<file path="src/design/tkc_pkg.sv">
// Shared types and constants for the top-k count tracker.
package tkc_pkg;

  // Fixed field widths
  localparam int CMD_W      = 2;
  localparam int KEY_W      = 16;
  localparam int IN_CNT_W   = 16;
  localparam int RANK_W     = 6;
  localparam int MIN_W      = 16;
  localparam int OUT_CNT_W  = 16;

  // Stream packing
  localparam int IN_TDATA_W  = 40;
  localparam int OUT_TDATA_W = 32;

  // Read select tree: groups of eight cells
  localparam int GRP_SZ    = 8;
  localparam int GRP_IDX_W = 3;
  localparam int GRP_HI_W  = RANK_W - GRP_IDX_W;

  // Reset value of the minimum count register
  localparam logic [MIN_W-1:0] MIN_COUNT_RST = 16'd1;

  // Command codes carried in tuser
  localparam logic [CMD_W-1:0] CMD_OFFER = 2'd0;
  localparam logic [CMD_W-1:0] CMD_READ  = 2'd1;
  localparam logic [CMD_W-1:0] CMD_CLEAR = 2'd2;

  // Controller to datapath commands
  typedef struct packed {
    logic offer_en;  // insert the offered pair this cycle
    logic clear_en;  // empty the list
    logic read_en;   // load the first select stage
    logic sel_en;    // load the result register
  } ctrl_cmd_t;

endpackage

</file>
<file path="src/design/top_k_count_tracker.sv">
// Top level of the top-k count tracker: stream ports, controller and datapath.
//
// Keeps a descending list of up to ENTRIES (key, count) pairs in register cells.
// Input stream: in_tuser carries the command (offer, read, clear), in_tdata the
// key, the count and the rank to read. Output stream: one result per read,
// out_tdata holds key and count, out_tuser the entry-valid flag.
// An offer or a clear takes effect at its accept edge; back-to-back offers run
// at one per cycle while no read is pending, since every cell compares against
// the offered count and shifts in parallel.
// A read goes through a two-stage select tree (groups of eight cells, then the
// group): out_tvalid rises once the controller has gone from ST_RSEL to ST_OUT,
// and in_tready stays low from the read until its result is taken.
// While the receiver stalls, the result holds and no request is taken.
// Reset (rst_n low, synchronous) empties the list and sets min_count to 1;
// cell contents are not cleared. cfg_wr_en writes min_count.
module top_k_count_tracker
  import tkc_pkg::*;
#(
  parameter int ENTRIES     = 64,
  parameter int COUNT_WIDTH = 16
)(
  input  logic                   clk,
  input  logic                   rst_n,
  // in_tdata: key_id[15:0], item_count[31:16], rank_index[37:32], zero pad
  input  logic [IN_TDATA_W-1:0]  in_tdata,
  // in_tuser: command[1:0]
  input  logic [CMD_W-1:0]       in_tuser,
  input  logic                   in_tvalid,
  output logic                   in_tready,
  // out_tdata: entry_key[15:0], entry_count[31:16]
  output logic [OUT_TDATA_W-1:0] out_tdata,
  // out_tuser: entry_valid[0]
  output logic                   out_tuser,
  output logic                   out_tvalid,
  input  logic                   out_tready,
  input  logic                   cfg_wr_en,
  input  logic [MIN_W-1:0]       cfg_wr_data
);

  ctrl_cmd_t             cmd;
  logic [KEY_W-1:0]      entry_key;
  logic [OUT_CNT_W-1:0]  entry_count;

  tkc_ctrl u_ctrl (
    .clk        (clk),
    .rst_n      (rst_n),
    .in_tvalid  (in_tvalid),
    .in_cmd     (in_tuser),
    .in_tready  (in_tready),
    .out_tvalid (out_tvalid),
    .out_tready (out_tready),
    .cmd        (cmd)
  );

  tkc_datapath #(
    .ENTRIES     (ENTRIES),
    .COUNT_WIDTH (COUNT_WIDTH)
  ) u_dp (
    .clk         (clk),
    .rst_n       (rst_n),
    .cmd         (cmd),
    .cfg_wr_en   (cfg_wr_en),
    .cfg_wr_data (cfg_wr_data),
    .key_id      (in_tdata[15:0]),
    .item_count  (in_tdata[31:16]),
    .rank_index  (in_tdata[37:32]),
    .entry_key   (entry_key),
    .entry_count (entry_count),
    .entry_valid (out_tuser)
  );

  assign out_tdata = {entry_count, entry_key};

endmodule

</file>
<file path="src/design/tkc_ctrl.sv">
// Controller state machine: handshakes and command sequencing.
module tkc_ctrl
  import tkc_pkg::*;
(
  input  logic             clk,
  input  logic             rst_n,
  input  logic             in_tvalid,
  input  logic [CMD_W-1:0] in_cmd,
  output logic             in_tready,
  output logic             out_tvalid,
  input  logic             out_tready,
  output ctrl_cmd_t        cmd
);

  localparam logic [1:0] ST_IDLE = 2'd0;
  localparam logic [1:0] ST_RSEL = 2'd1;
  localparam logic [1:0] ST_OUT  = 2'd2;

  logic [1:0] state_r;
  logic [1:0] state_nxt;
  logic       in_acc;

  assign in_tready  = (state_r == ST_IDLE);
  assign out_tvalid = (state_r == ST_OUT);
  assign in_acc     = in_tvalid && in_tready;

  // Decode the accepted request into datapath commands
  always_comb begin
    cmd.offer_en = in_acc && (in_cmd == CMD_OFFER);
    cmd.clear_en = in_acc && (in_cmd == CMD_CLEAR);
    cmd.read_en  = in_acc && (in_cmd == CMD_READ);
    cmd.sel_en   = (state_r == ST_RSEL);
  end

  // Next state
  always_comb begin
    state_nxt = state_r;
    case (state_r)
      ST_IDLE: begin
        if (cmd.read_en) state_nxt = ST_RSEL;
      end
      ST_RSEL: begin
        state_nxt = ST_OUT;
      end
      ST_OUT: begin
        if (out_tready) state_nxt = ST_IDLE;
      end
      default: begin
        state_nxt = ST_IDLE;
      end
    endcase
  end

  always_ff @(posedge clk) begin
    if (!rst_n) begin
      state_r <= ST_IDLE;
    end else begin
      state_r <= state_nxt;
    end
  end

endmodule

</file>
<file path="src/design/tkc_datapath.sv">
// Datapath: ranked register cells, parallel insert, two-stage read select.
module tkc_datapath
  import tkc_pkg::*;
#(
  parameter int ENTRIES     = 64,
  parameter int COUNT_WIDTH = 16
)(
  input  logic                 clk,
  input  logic                 rst_n,
  input  ctrl_cmd_t            cmd,
  input  logic                 cfg_wr_en,
  input  logic [MIN_W-1:0]     cfg_wr_data,
  input  logic [KEY_W-1:0]     key_id,
  input  logic [IN_CNT_W-1:0]  item_count,
  input  logic [RANK_W-1:0]    rank_index,
  output logic [KEY_W-1:0]     entry_key,
  output logic [OUT_CNT_W-1:0] entry_count,
  output logic                 entry_valid
);

  localparam int FW   = $clog2(ENTRIES + 1);
  localparam int NGRP = (ENTRIES + GRP_SZ - 1) / GRP_SZ;
  localparam logic [31:0] CNT_MASK =
    (COUNT_WIDTH >= 32) ? 32'hFFFF_FFFF : ((32'd1 << COUNT_WIDTH) - 32'd1);

  // List cells and control
  logic [KEY_W-1:0]       key_r [ENTRIES];
  logic [COUNT_WIDTH-1:0] cnt_r [ENTRIES];
  logic [FW-1:0]          fill_r;
  logic [MIN_W-1:0]       min_r;

  // Read select stages
  logic [KEY_W-1:0]       grp_key_r   [NGRP];
  logic [COUNT_WIDTH-1:0] grp_cnt_r   [NGRP];
  logic [KEY_W-1:0]       grp_key_nxt [NGRP];
  logic [COUNT_WIDTH-1:0] grp_cnt_nxt [NGRP];
  logic [GRP_HI_W-1:0]    rank_hi_r;
  logic                   rd_valid_r;
  logic [KEY_W-1:0]       out_key_r;
  logic [COUNT_WIDTH-1:0] out_cnt_r;
  logic                   out_valid_r;
  logic [KEY_W-1:0]       out_key_nxt;
  logic [COUNT_WIDTH-1:0] out_cnt_nxt;

  // Offer evaluation
  logic [31:0]            cnt_wide;
  logic [31:0]            min_wide;
  logic [COUNT_WIDTH-1:0] cnt_c;
  logic                   full;
  logic                   take;
  logic [ENTRIES-1:0]     after;
  logic                   do_ins;

  assign cnt_wide = 32'(item_count) & CNT_MASK;
  assign min_wide = 32'(min_r) & CNT_MASK;
  assign cnt_c    = cnt_wide[COUNT_WIDTH-1:0];
  assign full     = (fill_r == FW'(ENTRIES));
  assign take     = (cnt_wide > min_wide) && !(full && (cnt_c <= cnt_r[ENTRIES-1]));
  assign do_ins   = cmd.offer_en && take;

  // Cells at or past the insert point: smaller count, or empty
  always_comb begin
    for (int i = 0; i < ENTRIES; i++) begin
      after[i] = (cnt_r[i] < cnt_c) || (FW'(i) >= fill_r);
    end
  end

  // Each cell keeps, takes the new pair, or shifts from the cell above
  for (genvar i = 0; i < ENTRIES; i++) begin : g_cell
    if (i == 0) begin : g_head
      always_ff @(posedge clk) begin
        if (do_ins && after[0]) begin
          key_r[0] <= key_id;
          cnt_r[0] <= cnt_c;
        end
      end
    end else begin : g_body
      always_ff @(posedge clk) begin
        if (do_ins && after[i]) begin
          if (!after[i-1]) begin
            key_r[i] <= key_id;
            cnt_r[i] <= cnt_c;
          end else begin
            key_r[i] <= key_r[i-1];
            cnt_r[i] <= cnt_r[i-1];
          end
        end
      end
    end
  end

  // Fill level and minimum count register
  always_ff @(posedge clk) begin
    if (!rst_n) begin
      fill_r <= '0;
      min_r  <= MIN_COUNT_RST;
    end else begin
      if (cfg_wr_en) min_r <= cfg_wr_data;
      if (cmd.clear_en) begin
        fill_r <= '0;
      end else if (do_ins && !full) begin
        fill_r <= fill_r + FW'(1);
      end
    end
  end

  // First select stage: one cell out of each group of eight
  always_comb begin
    for (int g = 0; g < NGRP; g++) begin
      grp_key_nxt[g] = '0;
      grp_cnt_nxt[g] = '0;
      for (int j = 0; j < GRP_SZ; j++) begin
        if ((g * GRP_SZ + j < ENTRIES) &&
            (rank_index[GRP_IDX_W-1:0] == GRP_IDX_W'(j))) begin
          grp_key_nxt[g] = key_r[g * GRP_SZ + j];
          grp_cnt_nxt[g] = cnt_r[g * GRP_SZ + j];
        end
      end
    end
  end

  always_ff @(posedge clk) begin
    if (cmd.read_en) begin
      for (int g = 0; g < NGRP; g++) begin
        grp_key_r[g] <= grp_key_nxt[g];
        grp_cnt_r[g] <= grp_cnt_nxt[g];
      end
      rank_hi_r  <= rank_index[RANK_W-1:GRP_IDX_W];
      rd_valid_r <= (8'(rank_index) < 8'(fill_r));
    end
  end

  // Second select stage: pick the group, zero an empty rank
  always_comb begin
    out_key_nxt = '0;
    out_cnt_nxt = '0;
    for (int g = 0; g < NGRP; g++) begin
      if (rd_valid_r && (rank_hi_r == GRP_HI_W'(g))) begin
        out_key_nxt = grp_key_r[g];
        out_cnt_nxt = grp_cnt_r[g];
      end
    end
  end

  always_ff @(posedge clk) begin
    if (cmd.sel_en) begin
      out_key_r   <= out_key_nxt;
      out_cnt_r   <= out_cnt_nxt;
      out_valid_r <= rd_valid_r;
    end
  end

  assign entry_key   = out_key_r;
  assign entry_count = OUT_CNT_W'(32'(out_cnt_r));
  assign entry_valid = out_valid_r;

endmodule

</file>
<file path="config.mk">
export PLATFORM = sky130hd
export DESIGN_NAME = top_k_count_tracker
export DESIGN_NICKNAME = d
export VERILOG_FILES = /design/src/design/tkc_pkg.sv /design/src/design/top_k_count_tracker.sv /design/src/design/tkc_ctrl.sv /design/src/design/tkc_datapath.sv
export SDC_FILE = /design/constraint.sdc
export NUM_CORES = 2
export LEC_CHECK = 0
export BUFFER_PORTS_ARGS = -buffer_cell sky130_fd_sc_hd__clkbuf_2
export CORE_MARGIN = 5
export CORE_UTILIZATION = 39
export CTS_CLUSTER_DIAMETER = 40
export DETAILED_ROUTE_END_ITERATION = 16
export PLACE_DENSITY = 0.57
export RECOVER_POWER = 50
export SKIP_LAST_GASP = 1
export SLEW_MARGIN = 10
export SYNTH_ARGS = -nofsm -noshare
export SYNTH_HDL_FRONTEND = slang
export SYNTH_SLANG_ARGS = --single-unit
</file>
<file path="constraint.sdc">
create_clock -name clk -period 18.79 [get_ports clk]
set_input_delay 2.8185 -clock clk [delete_from_list [all_inputs] [get_ports clk]]
set_output_delay 2.8185 -clock clk [all_outputs]
set_load 0.005 [all_outputs]
</file>
Yosys cells after proc, flatten, opt, wreduce, memory -nomap -nowiden
Memories as Yosys holds them, arrays and structs flattened. Cells that the tools add are included.

Add/sub/neg operators: 1. $lt $le $gt $ge: 131. Equality and inequality tests: 21. Mux-type cells: 655. Bitwise logic cells: 127. Reductions and logical operators: 152.

Operators with widths (count): $mux W16 (270); $lt A16 B16 Y1 (64); $mux W1 (382); $ge A6 B7 Y1 const A (32); $or A1 B1 Y1 (126); $ge A5 B7 Y1 const A (16); $logic_and A1 B1 Y1 (80); $logic_or A1 B1 Y1 (64); $ge A4 B7 Y1 const A (8); $ge A3 B7 Y1 const A (4); $eq A3 B3 Y1 const B (8); $gt A16 B16 Y1 (1); $le A16 B16 Y1 (1); $ge A1 B7 Y1 const A (2); $ge A2 B7 Y1 const A (2); $eq A3 B2 Y1 const B (4); $add A7 B1 Y7 const B (1); $eq A7 B7 Y1 const B (1); $lt A6 B7 Y1 (1); $eq A3 B1 Y1 const B (2); $logic_not A3 Y1 (2); $pmux W2 S3 (1); $eq A2 B1 Y1 const B (2); $eq A2 B2 Y1 const B (2); 8 further kinds (11).

Bits in registers: 62. Memory bits (writable): 2304. Bits of input ports: 63. Output and inout bits: 35. Word-level logic and storage cells: 1099. Memories kept: 4.

Memories: u_dp.cnt_r (depth 64, bits a word 16, rd ports 64, clocked after memory_dff 0, write ports 64, line tkc_datapath.sv:28) `logic [COUNT_WIDTH-1:0] cnt_r [ENTRIES];`; u_dp.key_r (depth 64, bits a word 16, rd ports 64, clocked after memory_dff 0, write ports 64, line tkc_datapath.sv:27) `logic [KEY_W-1:0] key_r [ENTRIES];`; u_dp.grp_cnt_r (depth 8, bits a word 16, rd ports 8, clocked after memory_dff 0, write ports 8, line tkc_datapath.sv:34) `logic [COUNT_WIDTH-1:0] grp_cnt_r [NGRP];`; u_dp.grp_key_r (depth 8, bits a word 16, rd ports 8, clocked after memory_dff 0, write ports 8, line tkc_datapath.sv:33) `logic [KEY_W-1:0] grp_key_r [NGRP];`.

Logic depth before layout (Yosys ltp)
Depth in word-level cells: 10. Depth in mapped cells: 17. Mapped depth without buffers: 9.

Cells and area by module
From an unflattened synthesis, not the netlist that was laid out.

Cells, all modules: 10470. Area, all modules: 135829.0 um^2.

By module, submodules not included: tkc_datapath (times used 1, cells each 10458, area an instance 135712.7 um^2, sequential area each 70757.9 um^2); tkc_ctrl (times used 1, cells each 12, area an instance 116.4 um^2, sequential area each 40.0 um^2).

Least setup slack after synthesis
Ideal clock, no wire load.

Path kind: input -> register. Start: input port in_tuser[1]. End: memory u_dp.grp_cnt_r[0][0], enable pin. Setup time: 653 ps. Arrival: 9030 ps. Required time: 18137 ps. Path slack: 9106 ps. Cell stages on the path: 2. Path buffers: 0. Path through: nor4b_2 and2_1.

RTL lines: start, declared (line top_k_count_tracker.sv:27) `input logic [CMD_W-1:0] in_tuser,`; end, declared (line tkc_datapath.sv:34).

==> summary.md <==
| Metric | Value |
|---|---|
| Outcome | complete, but fails checks |
| Failing checks | capacitance limit, slew limit |
| Max_slew headroom | -234% |
| CP most frequent cell | clkbuf_1 |
| Final hold violations | 0 |
| Commonest non-fill, non-tap cell in the layout | edfxtp_1 |
| Setup bufs post-CTS | 0 |
| Register area share after synthesis | 51.9% |
| Port bufs | 95 |
| CP arrival | 14110 ps |
| DIE AREA | 362000 um2 |
| Global-route wire length before repair | 736000 um |
| Synth Net Count | 11400 |
| Req. time, crit path | 19430 ps |
| Period utilization | 71.7% |
| Warnings, synthesis | 0 |
| Worst Path Max Fanout | 35 |
| # DRC | 0 |
| Asr flop ratio synth | 0% |
| Fin util | 44.6% |
| Most frequent cells in the layout | 2341 x edfxtp_1, 1832 x mux2_2, 986 x ha_1 |
| Total negative setup slack | 0 ps |
| Synthesized flop and latch total | 2366 |
| Crit path max-delay cell type | clkinvlp_2 |
| Hold Crit Class | reg2reg |
| Syn_area_per_cell | 13.2 um2 |
| CP Buf/Inv Count | 6 |
| Largest net degree at the start of global routing | 95 |
| Clk_lat worst skew | 980 ps |
| Die span in x | 601 um |
| Clock sinks | 2366 |
| Ys flop type | edfxtp_1 |
| Worst VDD drop | 0.0879 mV |
| Hold buffer count at cts | 0 |
| Initial Utilization | 39.1% |
| Die Ht | 601 um |
| Leakage | 0.0560 uW |
| Placed Area | 142000 um2 |
| Initial antenna violation count | 55 |
| Fmax | 74.2 MHz |
| Overflow left after global routing | 0 |
| Crit path launch type | input pin |
| WL/cell | 34.7 um |
| CTS Buf Count | 422 |
| Final Cell Area | 156000 um2 |
| Cells after Synth | 10400 |
| Final setup viols | 0 |
| Via density | 6.34 |
| Fin. max-slew vios | 4457 |
| Post-synthesis cell type count | 86 |
| Min Tclk post-route | 13470 ps |
| TritonRoute pass-1 iters | 7 |
| Root Driver | clkbuf_16 |
| CTS Buffer Depth | 4 |
| Critical path's top delay family | buffers and inverters |
| CTS tree | yes |
| Share of post-route cells with drive strength above 1 | 27.8% |
| Clk slew on worst S/H paths | 40 ps |
| Worst-Margin Slew | 5000 ps |
| Core Area | 349000 um2 |
| Power Dens Cells | 100 nW/um2 |
| Post-CTS resize count | 0 |
| # rows | 217 |
| Hpwl dp | 356000 um |
| Number of synthesized flops with an enable pin | 2341 |
| Post-Route WL | 533000 um |
| Aggregate global-route resource usage | 28.2% |
| Crit Path Category | in2reg |
| CP Cell Sequence | clkbuf_1 > clkbuf_1 > clkinvlp_2 > clkbuf_1 > buf_4 > ha_1 > nand4_1 > a21oi_1 > a2111oi_0 > a21oi_1 > nor3_1 > clkbuf_1 > mux2_2 |
| Crit. End Element | flip-flop |
| Iter 0 DRT Violations | 12700 |
| Area Growth Syn to Fin | 14.1% |
| Unrepaired setup endpoints after global routing | no |
| RD Place Congestion | 0.943 |
| Max_cap viols | 127 |
| Fillers | 31200 |
| DRT antenna net count | 0 |
| Vias | 97600 |
| Fin Clk Skew | 81.1 ps |
| Num ports | 98 |
| Final-stage net count | 11400 |
| H-tree depth | 5 |
| Vias in the first global route | 94700 |
| Cell Area, Synth | 136000 um2 |
| Max incr delay on CP | 2330 ps |
## layer usage
metal | vias to the layer above | share of wire, % | global-route usage (%) | routed length [um]
met5 | - | 0.023 | 0 | 121
met4 | 16 | 6.9 | 16.3 | 37100
met3 | 1207 | 9.4 | 5.58 | 50200
met2 | 5348 | 45 | 44.2 | 240000
met1 | 50100 | 39 | 36.5 | 206000
li1 | 40800 | - | - | -
## where the power goes
group / total, uW / leakage (uW) / switching, uW / internal (uW)
Clock: 7720 / 0.00682 / 2890 / 4830
Sequential: 6170 / 0.0215 / 120 / 6050
Combinational: 1690 / 0.0277 / 1050 / 638
Total: 15600 / 0.0560 / 4060 / 11500
## sequential cells by signal, summed over array words and instances (netlist names)
| signal | flops |
|---|---|
| u_dp.rank_hi_r | 3 |
| u_dp.grp_key_r | 128 |
| u_dp.key_r | 1024 |
| u_dp.rd_valid_r | 1 |
| u_dp.entry_count | 16 |
| u_dp.cnt_r | 1024 |
| u_dp.grp_cnt_r | 128 |
| u_ctrl.state_r | 2 |
| u_dp.entry_key | 16 |
| u_dp.entry_valid | 1 |
| u_dp.min_r | 16 |
| u_dp.fill_r | 7 |
## worst min-delay path: stages, from the launching register on
cell,delay [ps]
dfxtp_1,330
mux2i_1,70
nand2_1,60
## worst paths after layout
check | startpoint | to | slack [ps] | depth (start not counted)
max | in_tdata[31] | u_dp.key_r[0][413] | 5320 | 13
min reg2reg | u_dp.min_r[0] | u_dp.min_r[0] | 500 | 2
min | u_dp.min_r[0] | u_dp.min_r[0] | 500 | 2
max reg2reg | u_ctrl.state_r[0] | u_dp.grp_key_r[0][1] | 9850 | 4
## logic make-up after synthesis
logic type,after synthesis,synth area share [%]
xor+xnor,5,0.0321
fa+ha+maj,986,9.04
flops,2366,51.9
buf+inv,998,3.04
mux,2414,20.8
simple gates,1596,5.43
compound gates,2005,9.73
## metrics by stage
step / total power (uW) / hold WS, ps / cells / worst slack [ps]
after detailed placement: 7890 / 483 / 14600 / 9660
after global placement: 7850 / 480 / 14600 / 9720
after global routing: 16000 / 534 / 15400 / 5420
after CTS: 15600 / 494 / 15400 / 10620
final: 15600 / 496 / 15400 / 5320
after floorplan: 7210 / 446 / 10400 / 9110
## cell usage after synthesis, drive strengths merged, types with 25 or more instances
cell	instances	area share (%)
a21o	97	0.53
clkbuf	499	1.4
nor3	69	0.47
mux2i	263	1.9
o21ai	453	1.7
nand2	540	1.5
ha	986	9.0
a211oi	87	0.48
inv	231	0.64
a22o	282	1.8
a221oi	29	0.19
nor2b	47	0.22
a21oi	522	1.9
mux2	2027	17
nor2	559	1.5
o211ai	39	0.21
nand2b	36	0.17
a2111oi	25	0.17
dfxtp	25	0.37
buf	266	1.0
nand4	151	0.70
nand3	104	0.39
a22oi	124	0.68
a31oi	58	0.27
mux4	124	2.0
edfxtp	2341	52
o221ai	155	1.0
## cell type report
class	count	area (um2)	share of cell area (%)
diodes	32	80.1	0.0515
clock buffers	465	10800	6.95
clock inverters	318	3360	2.16
inverters	233	911	0.585
multi-input cells	7006	61700	39.6
flip-flops and latches	2366	70800	45.5
well taps	4599	5750	3.70
repair buffers	363	2210	1.42
Note: power is estimated with default switching activity, not from simulation.
